$ cat src/sv/assert_macros.svh
// Assertion macros used by the RTL of the trilinear interpolator.
// Define ASSERT_OFF to compile every check away.
`ifndef ASSERT_MACROS_SVH
`define ASSERT_MACROS_SVH
`ifndef ASSERT_OFF
// Clocked check, held off while reset is asserted.
`define ASSERT_CLK(name, prop, msg) \
    name: assert property (@(posedge aclk) disable iff (!aresetn) prop) else $error(msg);
// Clocked check that also covers the reset cycles.
`define ASSERT_RST(name, prop, msg) \
    name: assert property (@(posedge aclk) prop) else $error(msg);
`else
`define ASSERT_CLK(name, prop, msg)
`define ASSERT_RST(name, prop, msg)
`endif
`endif

$ cat src/sv/pgti_pkg.sv
`timescale 1ns / 1ps
// Shared constants, types and helpers of the periodic grid interpolator.
// No dependencies.
package pgti_pkg;

    localparam int GRID_DIM   = 16;
    localparam int IDX_BITS   = $clog2(GRID_DIM);
    localparam int ADDR_BITS  = 3 * IDX_BITS;
    localparam int GRID_DEPTH = GRID_DIM * GRID_DIM * GRID_DIM;
    localparam int VALUE_BITS = 24;
    localparam int FRAC_BITS  = 16;
    localparam int POS_BITS   = 24;
    localparam int COEF_BITS  = 18;
    localparam int ROW_BITS   = 3 * COEF_BITS;
    localparam int CELL_BITS  = 5;
    localparam int WRAP_BITS  = 32;
    localparam int CFG_ADDR_BITS = 3;

    // Configuration register indexes
    localparam logic [CFG_ADDR_BITS-1:0] CFG_ROW_A   = 3'd0;
    localparam logic [CFG_ADDR_BITS-1:0] CFG_ROW_B   = 3'd1;
    localparam logic [CFG_ADDR_BITS-1:0] CFG_ROW_C   = 3'd2;
    localparam logic [CFG_ADDR_BITS-1:0] CFG_CELLS_X = 3'd3;
    localparam logic [CFG_ADDR_BITS-1:0] CFG_CELLS_Y = 3'd4;
    localparam logic [CFG_ADDR_BITS-1:0] CFG_CELLS_Z = 3'd5;

    localparam logic [ROW_BITS-1:0] ROW_A_RST = ROW_BITS'(65536);
    localparam logic [ROW_BITS-1:0] ROW_B_RST = ROW_BITS'(65536) << COEF_BITS;
    localparam logic [ROW_BITS-1:0] ROW_C_RST = ROW_BITS'(65536) << (2 * COEF_BITS);

    typedef logic [2:0][POS_BITS-1:0] pos_vec_t;

    // Stage enables of the coordinate pipe: products, sum, scale
    typedef struct packed {
        logic prod;
        logic sum;
        logic scale;
    } coord_en_t;

    // Stage enables of one blend unit: product, finish
    typedef struct packed {
        logic mul;
        logic fin;
    } lerp_en_t;

    function automatic logic [CELL_BITS-1:0] cell_clamp(input logic [CELL_BITS-1:0] n);
        logic [CELL_BITS-1:0] r;
        r = n;
        if (n == '0) r = CELL_BITS'(1);
        else if (n > CELL_BITS'(GRID_DIM)) r = CELL_BITS'(GRID_DIM);
        return r;
    endfunction

endpackage

$ cat src/sv/pgti_lerp.sv
`timescale 1ns / 1ps
// Two-stage linear blend a + round((b - a) * f / 2^FRAC_BITS), rounding
// half away from zero. Depends on pgti_pkg.
module pgti_lerp (
    input  logic                                    aclk,
    input  pgti_pkg::lerp_en_t                      en,
    input  logic signed [pgti_pkg::VALUE_BITS-1:0]  a,
    input  logic signed [pgti_pkg::VALUE_BITS-1:0]  b,
    input  logic [pgti_pkg::FRAC_BITS-1:0]          f,
    output logic signed [pgti_pkg::VALUE_BITS-1:0]  y
);
    localparam int DIFF_BITS = pgti_pkg::VALUE_BITS + 1;
    localparam int MUL_BITS  = DIFF_BITS + pgti_pkg::FRAC_BITS;

    logic signed [DIFF_BITS-1:0]             diff;
    logic [DIFF_BITS-1:0]                    mag;
    logic signed [pgti_pkg::VALUE_BITS-1:0]  a_reg;
    logic                                    neg_reg;
    logic [MUL_BITS-1:0]                     prod_reg, prod_next;
    logic [MUL_BITS-1:0]                     rnd;
    logic signed [DIFF_BITS-1:0]             q, sum;
    logic signed [pgti_pkg::VALUE_BITS-1:0]  y_reg, y_next;

    always_comb begin
        diff      = DIFF_BITS'(b) - DIFF_BITS'(a);
        mag       = diff[DIFF_BITS-1] ? DIFF_BITS'(-diff) : DIFF_BITS'(diff);
        prod_next = MUL_BITS'(mag) * MUL_BITS'(f);
        rnd       = prod_reg + (MUL_BITS'(1) << (pgti_pkg::FRAC_BITS - 1));
        q         = $signed(rnd[pgti_pkg::FRAC_BITS +: DIFF_BITS]);
        sum       = neg_reg ? (DIFF_BITS'(a_reg) - q) : (DIFF_BITS'(a_reg) + q);
        // result stays between a and b
        y_next    = sum[pgti_pkg::VALUE_BITS-1:0];
    end

    always_ff @(posedge aclk) begin
        if (en.mul) begin
            a_reg    <= a;
            neg_reg  <= diff[DIFF_BITS-1];
            prod_reg <= prod_next;
        end
        if (en.fin) begin
            y_reg <= y_next;
        end
    end

    assign y = y_reg;
endmodule

$ cat config.mk
export PLATFORM = sky130hd
export DESIGN_NAME = pgti_lerp
export DESIGN_NICKNAME = d
export VERILOG_FILES = /design/src/sv/assert_macros.svh /design/src/sv/pgti_pkg.sv /design/src/sv/pgti_lerp.sv
export SDC_FILE = /design/constraint.sdc
export NUM_CORES = 1
export LEC_CHECK = 0
export BUFFER_PORTS_ARGS = -buffer_cell sky130_fd_sc_hd__buf_2
export CORE_ASPECT_RATIO = 0.75
export CORE_MARGIN = 4
export CORE_UTILIZATION = 45
export CTS_BUF_LIST = sky130_fd_sc_hd__clkbuf_4
export CTS_CLUSTER_DIAMETER = 40
export DETAILED_ROUTE_END_ITERATION = 6
export PLACE_DENSITY_LB_ADDON = 0.05
export SYNTH_ARGS = -nofsm -noshare
export SYNTH_HDL_FRONTEND = slang
export SYNTH_SLANG_ARGS = --single-unit
$ cat constraint.sdc
create_clock -name aclk -period 12.6 [get_ports aclk]
set_input_delay 1.26 -clock aclk [delete_from_list [all_inputs] [get_ports aclk]]
set_output_delay 1.26 -clock aclk [all_outputs]
set_load 0.02 [all_outputs]
# After elaboration in Yosys (flattened, before gate mapping)
# Cells that the tools add are included.
# op_classes
addsub	5
n_mul	1
n_mux	2
# ops
op	count
$add 40x16->40 const B	1
$mul 25x16->40	1
$mux 25	1
$neg 25->25	1
$sub 24x24->25	1
$add 24x24->24	1
$mux 24	1
$sub 24x24->24	1
# word_totals
ff_bits	89
input_bits	67
out_inout_bits	24
word_cells	12

# Logic depth before layout (Yosys ltp)
# logic_depth
ltp_word	4
depth_mapped	38

# Worst setup path before layout
# Ideal clock, no wire load.
# synth_path
kind	input to register
start	in b[0] (netlist name)
end	reg prod_reg[31] (data pin)
setup_time_ns	0.265
arrival_ns	9.147
required_ns	12.335
path_slack_ns	3.188
stages	34
cell_sequence	inv_1 -> ha_1 -> fa_1 -> nor2b_1 -> o31ai_2 -> a21oi_2 -> xnor2_1 -> o21ai_1 -> nor4_4 -> nand3_2 -> o21a_1 -> xor2_1 -> clkbuf_1 -> nand2_1 -> fa_1 -> fa_1 -> inv_1 -> fa_1 -> fa_1 -> fa_1 -> inv_1 -> fa_1 -> inv_1 -> ha_1 -> a21o_1 -> a21oi_1 -> nand2_1 -> a21o_1 -> a21o_1 -> and2_1 -> a211o_1 -> a21boi_0 -> o21ai_0 -> xor2_1
# synth_via
elab_chain_cells	4
# synth_rtl
item	line	rtl
start, declared	pgti_lerp.sv:8	input logic signed [pgti_pkg::VALUE_BITS-1:0] b,
$sub 24x24->25 (*)	pgti_lerp.sv:25	diff = DIFF_BITS'(b) - DIFF_BITS'(a);
$neg 25->25	pgti_lerp.sv:26	mag = diff[DIFF_BITS-1] ? DIFF_BITS'(-diff) : DIFF_BITS'(diff);
$mux 25 (*)	pgti_lerp.sv:26	
$mul 25x16->40 (*)	pgti_lerp.sv:27	prod_next = MUL_BITS'(mag) * MUL_BITS'(f);
named net prod_next[31]	pgti_lerp.sv:19	logic [MUL_BITS-1:0] prod_reg, prod_next;
end signal, assigned	pgti_lerp.sv:39	prod_reg <= prod_next;
end, declared	pgti_lerp.sv:19	
# The timed path passes the listed nets; every way through them passes the cells marked *.
# A chain may end at the register's enable or synchronous reset.

# Worst setup path in the final report
# layout_path
start	in a[21] (netlist name)
end	reg prod_reg[30] (data pin)
# layout_via
elab_chain_cells	4
# layout_rtl
item	line	rtl
start, declared	pgti_lerp.sv:7	input logic signed [pgti_pkg::VALUE_BITS-1:0] a,
$sub 24x24->25 (*)	pgti_lerp.sv:25	
$neg 25->25	pgti_lerp.sv:26	
$mux 25 (*)	pgti_lerp.sv:26	
$mul 25x16->40 (*)	pgti_lerp.sv:27	
named net prod_next[30]	pgti_lerp.sv:19	
# Marked as above.

==> impl_metrics.env <==
export IMPL_status="complete, no violations"
export IMPL_cts_buffers_inserted=9
export IMPL_ys_seq_area_frac=0.117
export IMPL_path_max_fanout=16
export IMPL_yosysWarnings=0
export IMPL_synth_nets=2662
export IMPL_synth_xor_area_share=0.0600
export IMPL_synthSimpleGateAreaFrac=0.175
export IMPL_h_tree_depth=3
export IMPL_cp_data_arrival_time_ns=10.80
export IMPL_rows=64
export IMPL_ys_types=83
export IMPL_yosysTopAreaCell="fa_1"
export IMPL_relSlewSlack=0.252
export IMPL_max_freq_ghz=0.0945
export IMPL_clockRootBuffer="clkbuf_4"
export IMPL_antenna_found_initial=1
export IMPL_synth_top_family_by_area="adder cells"
export IMPL_vias=14500
export IMPL_synth_adder_area_share=0.441
export IMPL_grt_start_max_net_pins=51
export IMPL_diodes=0
export IMPL_place_gp_congestion=0.878
export IMPL_finalSetupTns_ns=0
export IMPL_synth_flop_cell="edfxtp_1"
export IMPL_grt_first_pass_wirelength_um=82700
export IMPL_cts_hold_buffers=0
export IMPL_fin_crit_sh=0.840
export IMPL_tritoncts="yes"
export IMPL_grt_ovfl_total=0
export IMPL_drc=0
export IMPL_cp_end_kind="flop"
export IMPL_nets=2706
export IMPL_maxCapViolCount=0
export IMPL_dr_pass1_iters=5
export IMPL_setup_viol=0
export IMPL_netlist_area_mm2=0.0189
export IMPL_cts_setup_buffers=0
export IMPL_drive_gt1_frac=0.0803
export IMPL_path_clk_slew_ns=0.12
export IMPL_grt_pass1_vias=14800
export IMPL_wl_per_cell_um=18.6
export IMPL_initial_utilization=0.460
export IMPL_seq_area_mm2=0.00222
export IMPL_dieArea_mm2=0.0455
export IMPL_top_level_ports=91
export IMPL_synth_mux_area_frac=0.000595
export IMPL_multi_input_area_mm2=0.0149
export IMPL_routed_via_density=5.31
export IMPL_fp_dieW_um=245
export IMPL_first_iter_violations=849
export IMPL_fillCellCount=4054
export IMPL_synth_seq_cells=74
export IMPL_hold_viol=0
export IMPL_die_h_um=186
export IMPL_finalMaxSlewViolations=0
export IMPL_clk_latency_ns=0.49
export IMPL_synth_top_area_share=0.338
export IMPL_cts_sinks=74
export IMPL_cp_slowest_cell="a2111oi_0"
export IMPL_dpl_hpwl_um=40900
export IMPL_core_mm2=0.0412
export IMPL_worst_ep_required_time_ns=12.82
export IMPL_synth_edff_count=74
export IMPL_ant_nets=0
export IMPL_hp_class="flop to flop"
export IMPL_clock_skew_ns=0.0199
export IMPL_portBuffers=90
export IMPL_area_growth_pct=6.14
export IMPL_netlist_instances=2119
export IMPL_syn_area_per_cell_um2=8.93
export IMPL_startpoint_type="input pin"
export IMPL_cp_common_cell="inv_1"
export IMPL_totalWireLength_um=50600
export IMPL_yosys_top_cells_area="fa_1, edfxtp_1, ha_1"
export IMPL_clock_path_buffers=2
export IMPL_cp_slowest_stage_delay_ns=0.77
export IMPL_cts_resized=0
export IMPL_largest_register_ffs=25
export IMPL_worstSetupPathType="input pin to flop"
export IMPL_rsz0062_at_grt="false"
export IMPL_period_needed_ns=10.58
export IMPL_grt_usage=0.232
export IMPL_async_flop_share=0
export IMPL_synth_compound_area_frac=0.107
export IMPL_worst_pin_slew_ns=1.12
## critical path: cells and delay by family
| kind | cells | cell delay [ns] |
|---|---|---|
| and+or+nand+nor | 5 | 1.05 |
| buffers and inverters | 9 | 1.19 |
| AOI/OAI and AO/OA | 11 | 3.25 |
| adders and majority gates | 8 | 3.73 |
| xor gates and xnor gates | 2 | 0.33 |
## path summary, 6_finish.rpt
path | end | slack, ns | cells past startpoint | from
worst max-delay path | prod_reg[30]$_DFFE_PP_ | 2.02 | 35 | a[21]
worst min-delay path | y[1]$_DFFE_PP_ | 0.69 | 1 | a_reg[1]$_DFFE_PP_
worst max register to register | y[23]$_DFFE_PP_ | 7.12 | 18 | prod_reg[15]$_DFFE_PP_
worst min register to register | y[1]$_DFFE_PP_ | 0.69 | 1 | a_reg[1]$_DFFE_PP_
## routing by layer
metal  GRT usage  routed length [um]  vias up
li1            -                   -     6795
met1       0.353               24900     7312
met2       0.363               22700      352
met3      0.0350                2620       31
met4      0.0265                 398        0
met5           0                   0        -
## final cells by class
class                           count  share of cell area
Clock buffer                       10             0.00374
Clock inverter                      6             0.00168
Inverter                          406              0.0758
Multi-Input combinational cell   1556               0.741
Sequential cell                    74               0.111
Tap cell                          561              0.0349
Timing Repair Buffer              116              0.0321
## through the flow
stage	hold slack [ns]	worst slack, ns	area (um^2)	util	cells
global placement	0.676	1.82	20000	0.486	2713
detailed placement	0.661	1.77	20000	0.486	2713
finish	0.687	2.02	20100	0.488	2729
floorplan	0.625	3.19	18900	-	2119
CTS	0.704	2.28	20100	0.488	2729
global route	0.736	1.46	20100	0.488	2729
## layout by cell type (no fill, tap or decap), types with 19 or more instances in the layout
cell type  instances
inv_1            406
fa_1             320
nand2_1          288
and2_1           158
ha_1             156
buf_2             90
a21oi_1           80
xnor2_1           79
edfxtp_1          74
nor2_1            60
o21ai_0           44
xor2_1            40
a21o_1            37
nand3_1           30
buf_4             26
nor3_1            19
## Yosys cell counts, types with 5 or more instances
| library cell | instances |
|---|---|
| fa_1 | 320 |
| nand4_1 | 18 |
| nand2_1 | 288 |
| a21boi_0 | 5 |
| and2_1 | 158 |
| nor2b_1 | 18 |
| a211o_1 | 5 |
| nand3_1 | 30 |
| nand2b_1 | 9 |
| o21a_1 | 11 |
| xor2_1 | 43 |
| o21ai_0 | 44 |
| edfxtp_1 | 74 |
| inv_1 | 406 |
| a31oi_1 | 15 |
| buf_2 | 10 |
| or3_1 | 7 |
| and3_1 | 18 |
| xnor2_1 | 83 |
| o211ai_1 | 7 |
| clkbuf_1 | 64 |
| o31ai_1 | 7 |
| a21oi_1 | 80 |
| ha_1 | 156 |
| buf_1 | 5 |
| nor2_1 | 60 |
| nor4_1 | 5 |
| nor3_1 | 19 |
| a21o_1 | 37 |
| o21bai_1 | 17 |
| a31o_2 | 5 |
## kinds of logic (layout without fill, tap and decap cells)
family / Yosys count / after routing
AOI/OAI and AO/OA: 288 / 288
xor gates and xnor gates: 128 / 128
adders and majority gates: 476 / 476
buffers and inverters: 489 / 538
DFF: 74 / 74
muxes: 1 / 1
and+or+nand+nor: 663 / 663
Power is left out: the tool's default activity adds up to more than one toggle a clock period on the data nets, which glitch-free logic cannot reach.
