[src/sv/assert_macros.svh]
// Assertion macros used by the RTL of the trilinear interpolator.
// Define ASSERT_OFF to compile every check away.
`ifndef ASSERT_MACROS_SVH
`define ASSERT_MACROS_SVH
`ifndef ASSERT_OFF
// Clocked check, held off while reset is asserted.
`define ASSERT_CLK(name, prop, msg) \
    name: assert property (@(posedge aclk) disable iff (!aresetn) prop) else $error(msg);
// Clocked check that also covers the reset cycles.
`define ASSERT_RST(name, prop, msg) \
    name: assert property (@(posedge aclk) prop) else $error(msg);
`else
`define ASSERT_CLK(name, prop, msg)
`define ASSERT_RST(name, prop, msg)
`endif
`endif

[src/sv/pgti_pkg.sv]
`timescale 1ns / 1ps
// Shared constants, types and helpers of the periodic grid interpolator.
// No dependencies.
package pgti_pkg;

    localparam int GRID_DIM   = 16;
    localparam int IDX_BITS   = $clog2(GRID_DIM);
    localparam int ADDR_BITS  = 3 * IDX_BITS;
    localparam int GRID_DEPTH = GRID_DIM * GRID_DIM * GRID_DIM;
    localparam int VALUE_BITS = 24;
    localparam int FRAC_BITS  = 16;
    localparam int POS_BITS   = 24;
    localparam int COEF_BITS  = 18;
    localparam int ROW_BITS   = 3 * COEF_BITS;
    localparam int CELL_BITS  = 5;
    localparam int WRAP_BITS  = 32;
    localparam int CFG_ADDR_BITS = 3;

    // Configuration register indexes
    localparam logic [CFG_ADDR_BITS-1:0] CFG_ROW_A   = 3'd0;
    localparam logic [CFG_ADDR_BITS-1:0] CFG_ROW_B   = 3'd1;
    localparam logic [CFG_ADDR_BITS-1:0] CFG_ROW_C   = 3'd2;
    localparam logic [CFG_ADDR_BITS-1:0] CFG_CELLS_X = 3'd3;
    localparam logic [CFG_ADDR_BITS-1:0] CFG_CELLS_Y = 3'd4;
    localparam logic [CFG_ADDR_BITS-1:0] CFG_CELLS_Z = 3'd5;

    localparam logic [ROW_BITS-1:0] ROW_A_RST = ROW_BITS'(65536);
    localparam logic [ROW_BITS-1:0] ROW_B_RST = ROW_BITS'(65536) << COEF_BITS;
    localparam logic [ROW_BITS-1:0] ROW_C_RST = ROW_BITS'(65536) << (2 * COEF_BITS);

    typedef logic [2:0][POS_BITS-1:0] pos_vec_t;

    // Stage enables of the coordinate pipe: products, sum, scale
    typedef struct packed {
        logic prod;
        logic sum;
        logic scale;
    } coord_en_t;

    // Stage enables of one blend unit: product, finish
    typedef struct packed {
        logic mul;
        logic fin;
    } lerp_en_t;

    function automatic logic [CELL_BITS-1:0] cell_clamp(input logic [CELL_BITS-1:0] n);
        logic [CELL_BITS-1:0] r;
        r = n;
        if (n == '0) r = CELL_BITS'(1);
        else if (n > CELL_BITS'(GRID_DIM)) r = CELL_BITS'(GRID_DIM);
        return r;
    endfunction

endpackage

[src/sv/pgti_coord.sv]
`timescale 1ns / 1ps
// One axis of the coordinate pipe: matrix row times position, wrap, scale,
// split into cell index, next index and offset. Depends on pgti_pkg.
module pgti_coord (
    input  logic                             aclk,
    input  pgti_pkg::coord_en_t              en,
    input  pgti_pkg::pos_vec_t               pos,
    input  logic [pgti_pkg::ROW_BITS-1:0]    row,
    input  logic [pgti_pkg::CELL_BITS-1:0]   cells,
    output logic [pgti_pkg::IDX_BITS-1:0]    idx,
    output logic [pgti_pkg::IDX_BITS-1:0]    nxt,
    output logic [pgti_pkg::FRAC_BITS-1:0]   off,
    output logic [pgti_pkg::CELL_BITS-1:0]   count
);
    localparam int PROD_BITS  = pgti_pkg::POS_BITS + pgti_pkg::COEF_BITS;
    localparam int SCALE_BITS = pgti_pkg::WRAP_BITS + pgti_pkg::CELL_BITS;

    logic [2:0][pgti_pkg::WRAP_BITS-1:0] prod_reg, prod_next;
    logic [pgti_pkg::WRAP_BITS-1:0]      w_reg, w_next;
    logic [pgti_pkg::IDX_BITS-1:0]       idx_reg, idx_next, nxt_reg, nxt_next;
    logic [pgti_pkg::FRAC_BITS-1:0]      off_reg, off_next;
    logic [SCALE_BITS-1:0]               scaled;
    logic [pgti_pkg::CELL_BITS-1:0]      inc;
    logic signed [PROD_BITS-1:0]         full;

    assign count = pgti_pkg::cell_clamp(cells);

    always_comb begin
        for (int k = 0; k < 3; k++) begin
            full = $signed(pos[k]) *
                   $signed(row[k*pgti_pkg::COEF_BITS +: pgti_pkg::COEF_BITS]);
            // only the low bits survive the wrap into [0,1)
            prod_next[k] = full[pgti_pkg::WRAP_BITS-1:0];
        end
        w_next   = prod_reg[0] + prod_reg[1] + prod_reg[2];
        scaled   = SCALE_BITS'(w_reg) * SCALE_BITS'(count);
        idx_next = scaled[pgti_pkg::WRAP_BITS +: pgti_pkg::IDX_BITS];
        off_next = scaled[pgti_pkg::WRAP_BITS-1 -: pgti_pkg::FRAC_BITS];
        inc      = pgti_pkg::CELL_BITS'(idx_next) + pgti_pkg::CELL_BITS'(1);
        nxt_next = (inc >= count) ? '0 : inc[pgti_pkg::IDX_BITS-1:0];
    end

    always_ff @(posedge aclk) begin
        if (en.prod) begin
            prod_reg <= prod_next;
        end
        if (en.sum) begin
            w_reg <= w_next;
        end
        if (en.scale) begin
            idx_reg <= idx_next;
            nxt_reg <= nxt_next;
            off_reg <= off_next;
        end
    end

    assign idx = idx_reg;
    assign nxt = nxt_reg;
    assign off = off_reg;
endmodule

[config.mk]
export PLATFORM = sky130hd
export DESIGN_NAME = pgti_coord
export DESIGN_NICKNAME = d
export VERILOG_FILES = /design/src/sv/assert_macros.svh /design/src/sv/pgti_pkg.sv /design/src/sv/pgti_coord.sv
export SDC_FILE = /design/constraint.sdc
export NUM_CORES = 2
export LEC_CHECK = 0
export ABC_AREA = 1
export BUFFER_PORTS_ARGS = -buffer_cell sky130_fd_sc_hd__buf_2
export CAP_MARGIN = 20
export CORE_MARGIN = 3
export CORE_UTILIZATION = 34
export DETAILED_ROUTE_END_ITERATION = 6
export GPL_TIMING_DRIVEN = 0
export PLACE_DENSITY_LB_ADDON = 0.12
export SETUP_SLACK_MARGIN = 0.05
export SYNTH_ARGS = -nofsm -noshare
export SYNTH_HDL_FRONTEND = slang
export SYNTH_SLANG_ARGS = --single-unit
[constraint.sdc]
create_clock -name aclk -period 17.9 [get_ports aclk]
set_input_delay 1.79 -clock aclk [delete_from_list [all_inputs] [get_ports aclk]]
set_output_delay 1.79 -clock aclk [all_outputs]
set_load 0.1 [all_outputs]
Yosys cells after proc, flatten, opt, wreduce, memory -nomap -nowiden
Index checks and enable logic that the tools add are counted.
W data, S select, Z words.
- magnitude comparators: 2
- multiplexer cells: 2
- multipliers: 4
- add/sub/neg operators: 3
- reductions and logical operators: 1
- operators by type and width (kind ; number):
    $mul A24 B18 Y32 ; 3
    $add A32 B32 Y32 ; 2
    $mul A32 B5 Y36 ; 1
    $mux W5 ; 2
    $add A4 B1 Y5 const B ; 1
    $ge A5 B5 Y1 ; 1
    $gt A5 B5 Y1 const B ; 1
    $logic_not A5 Y1 ; 1
- output and inout bits: 29
- bits in registers: 152
- word-level logic and storage cells: 19
- input bits: 135

Logic depth before layout (Yosys ltp)
- depth in word-level cells: 6
- depth in mapped cells: 36

Least setup slack after synthesis
Ideal clock, no wire load.
- path type: input to register
- from: in pos[61] in the netlist's numbering
- to: reg prod_reg[93] in the netlist's numbering (data pin)
- setup time: 257 ps
- data required time: 17643 ps
- path slack: 10566 ps
- data arrival time: 7077 ps
- cell stages on the path: 24
- path through: clkbuf_1 -> clkbuf_1 -> nand2_1 -> fa_1 -> inv_1 -> fa_1 -> inv_1 -> fa_1 -> inv_1 -> fa_1 -> inv_1 -> fa_1 -> inv_1 -> fa_1 -> ha_1 -> a21oi_1 -> o21ai_0 -> a21oi_1 -> o21ai_2 -> a21o_1 -> a21o_1 -> nand3_1 -> nand2_1 -> xor2_1
- word-level cells in the longest chain between the ends: 1
- ends and longest elaborated chain (item ; line ; text):
    start: declaration ; pgti_coord.sv:7 ; input pgti_pkg::pos_vec_t pos,
    $mul A24 B18 Y32 ; pgti_coord.sv:30 ; full = $signed(pos[k]) *
    net full[29] ; pgti_coord.sv:24 ; logic signed [PROD_BITS-1:0] full;
    end signal: assignment ; pgti_coord.sv:45 ; prod_reg <= prod_next;
    end: declaration ; pgti_coord.sv:18 ; logic [2:0][pgti_pkg::WRAP_BITS-1:0] prod_reg, prod_next;
The timed path passes the listed nets, and every way through them passes these cells.
A chain may end at the register's enable or synchronous reset.

Worst setup path after layout
- from: in pos[54] in the netlist's numbering
- to: reg prod_reg[89] in the netlist's numbering (data pin)
Same word-level chain as after synthesis.

==> results_tabular.tex <==
\begin{tabular}{lr}
\hline
Metric & Value \\
\hline
\multicolumn{2}{l}{\textbf{Outcome}} \\
Result of the run & finished clean \\
\multicolumn{2}{l}{\textbf{Critical path}} \\
Endpoint of the worst register-to-register path & nxt[2] \\
Worst setup EP type & flop \\
Required time at the endpoint of the critical path & about 18 ns \\
Number of cells on the worst reg-to-reg path & 25 \\
Peak fanout along the critical path & 10 \\
Startpoint kind of the worst setup timing path & input port \\
Register-to-Register Setup Slack & 12.46 ns \\
Reg2reg start & w\_reg[21] \\
Category of the most critical setup path & in -> reg \\
Endpoint arrival time on the critical path & 8.60 ns \\
\multicolumn{2}{l}{\textbf{Drt}} \\
Final wirelength & between 100000 and 150000 um \\
Violation count after the first detailed-routing iteration & 1930 \\
DR DRC count & 0 \\
Routed via count & roughly 36000 \\
First-pass DRT Iterations & 7 \\
Post-DR vias/cell & 4.60 \\
DRT antenna net count & 0 \\
Wire length per cell & 18.2 um \\
\multicolumn{2}{l}{\textbf{Synthesis}} \\
Average cell area after synthesis & 8.41 um2 \\
Synth area leader & fa\_1 \\
Proportion of synthesized flip-flops having asynchronous set or reset & 0\% \\
Area contributors post-synth & fa\_1 (45\%), inv\_1 (13\%), nand2\_1 (11\%) \\
Number of warning messages in the yosys log & 0 \\
Post-synthesis instance area & between 0.04 and 0.05 mm2 \\
Post-synth EDFFs & between 150 and 200 \\
Area share of the largest cell type after synthesis & 45.2\% \\
Post-synth top flop & edfxtp\_1 \\
Post-synthesis net count & 7357 \\
Number of distinct standard cells referenced by the synthesized netlist & 48 \\
Yosys reg bits & 152 \\
Portion of the post-synthesis area used by sequential elements & a little under a tenth \\
Cell count after synthesis & 5767 \\
\multicolumn{2}{l}{\textbf{Flow run}} \\
\# Max-Cap Violations & 0 \\
\multicolumn{2}{l}{\textbf{STA}} \\
Headroom to the max-slew limit & 34.1\% \\
Fin crit share & 46.5\% \\
Final Hold Fails & 0 \\
Finish-stage setup viols & 0 \\
Final critical path time including I/O delays and setup & between 8 and 9 ns \\
RSZ-0062 raised after global routing & no \\
Highest achievable clock rate & about 0.12 GHz \\
Worst clock skew & 0.0201 ns \\
Max Transition Viols Final & 0 \\
Actual transition at the worst max-transition pin & slightly below 1 ns \\
Accumulated negative setup slack & 0 ns \\
\multicolumn{2}{l}{\textbf{GRT}} \\
Total congestion overflow & 0 \\
Global-route usage over all layers & between 10\% and 20\% \\
Maximum number of pins on one net before global-route repair & 75 \\
Grt met1 use & 27.7\% \\
Met2 GRT Util & 34.7\% \\
Wire length of the first global-routing pass & between 200000 and 250000 um \\
Most heavily used metal layer in global routing & met2 \\
Vias in the first global route & roughly 38000 \\
Met3 GRT Util & 1.62\% \\
Initial antenna violation count & 7 \\
\multicolumn{2}{l}{\textbf{Finish}} \\
\# nets final & around 7500 \\
Final standard cell utilization of the core & 37.0\% \\
Final cell count without fillers & 7770 \\
Area grow syn2layout & 7.16\% \\
Layout cells sized above 1 & 3.21\% \\
Number of flip-flops under the largest register name & 96 \\
\multicolumn{2}{l}{\textbf{Floorplanning}} \\
Number of rows in the core area & 137 \\
Chip width & 384 um \\
Area of the die & 0.147 mm2 \\
I/O Pins & 164 \\
Die height & 384 um \\
Starting Density & 34.5\% \\
Core area & 0.141 mm2 \\
\multicolumn{2}{l}{\textbf{Clocking}} \\
Insertion delay to the later sink of the worst-skew pair & 0.45 ns \\
Htree depth & 4 \\
Root buf cell & clkbuf\_16 \\
Resized cells post-CTS & 0 \\
Number of buffers created by CTS & 17 \\
Maximum clock insertion buffer count & 2 \\
TritonCTS sink count & about 150 \\
CTS Hold Buffers Added & 0 \\
TritonCTS clock tree & done \\
Setup bufs post-CTS & 0 \\
Reg clk slew, reported paths & around 0.070 ns \\
\multicolumn{2}{l}{\textbf{Placement}} \\
Placed wire-length estimate after detailed placement & 124000 um \\
Quantity of I/O buffers inserted on ports & 93 \\
Placed cells & 7737 \\
Final GP Congestion & 0.886 \\
\multicolumn{2}{l}{\textbf{Worst hold path}} \\
Hold path cells & 2 \\
Min-Delay Path Class & reg -> reg \\
End point of the most critical hold path & w\_reg[1] \\
Start point of the worst hold path & prod\_reg[1] \\
\hline
\end{tabular}
per-layer routing:
layer / part of all wire [%] / vias to the layer above
li1: - / 16700
met1: 46 / 18400
met2: 50 / 609
met3: 3.3 / 81
met4: 1.1 / 4
met5: 0.019 / -
kinds of logic (layout without fill, tap and decap cells):
group	count (synthesis)	after routing	synth area share, %
other	0	1	0
buffers and inverters	1891	2017	14.7
flip-flops	152	152	9.41
XOR/XNOR	202	202	3.71
AND/OR/NAND/NOR	1760	1760	14.1
adder cells (fa/ha/maj)	1455	1455	54.5
AO/OA/AOI/OAI	307	307	3.59
stage by stage:
step	setup WS (ns)	area, um2	hold slack [ns]
3_3_place_gp	9.02	51300	0.748
3_5_place_dp	8.99	51400	0.757
2_1_floorplan	10.57	48500	0.680
4_1_cts	9.47	52000	0.783
6_report	9.57	52000	0.776
5_1_grt	9.22	52000	0.814
worst max-delay path, stage by stage:
cell and delay (ns):
clkbuf_1 0.56, clkbuf_1 0.63, nand2_1 0.16, fa_1 0.53, inv_1 0.05, fa_1 0.49, inv_1 0.05, fa_1 0.54
inv_1 0.05, fa_1 0.50, inv_1 0.06, fa_1 0.47, inv_1 0.05, fa_1 0.50, ha_1 0.46, a21oi_1 0.15
o21ai_0 0.42, a21oi_1 0.11, o21ai_2 0.14, nand3_1 0.10, nand2_1 0.11, or3b_1 0.35, nand2_1 0.08, xor2_1 0.22
layout make-up:
type,instances,area (um2)
Fill cell,15000,88600
Multi-Input combinational cell,3724,36800
Inverter,1647,6190
Sequential cell,152,4560
Tap cell,1876,2350
Buffer,244,963
Timing Repair Buffer,94,495
Clock buffer,17,425
Clock inverter,15,203
Antenna cell,1,2.50
synth_stat cells, drive strengths merged (5+ instances only):
cell type	number
inv	1647
nand2	1468
fa	1095
ha	360
clkbuf	211
nor2	189
a21oi	167
edfxtp	152
xor2	112
xnor2	88
o21ai	79
nand3	46
buf	33
nor3	16
or2	13
a21o	12
o21bai	12
nand4	10
nor4	10
a31oi	9
a21boi	7
nand3b	6
o21a	6
o211ai	5
worst max-delay path by stage:
stage / startpoint / endpoint / cells past startpoint
after floorplan: pos[61] / prod_reg[93] / 24
after global placement: pos[54] / prod_reg[89] / 24
after detailed placement: pos[54] / prod_reg[89] / 24
after CTS: pos[54] / prod_reg[89] / 24
after global routing: pos[9] / prod_reg[28] / 26
final: pos[54] / prod_reg[89] / 24
cells in the final DEF (no fill, tap or decap), types with 64 or more instances in the layout:
master and count:
inv_1 1644, nand2_1 1456, fa_1 1095, ha_1 360, clkbuf_1 211, nor2_1 188
a21oi_1 160, edfxtp_1 152, xor2_1 112, buf_2 106, xnor2_1 88, o21ai_0 64
Power is not shown: default switching activity piles up to over one toggle a cycle in this logic, so the estimate is an artifact.
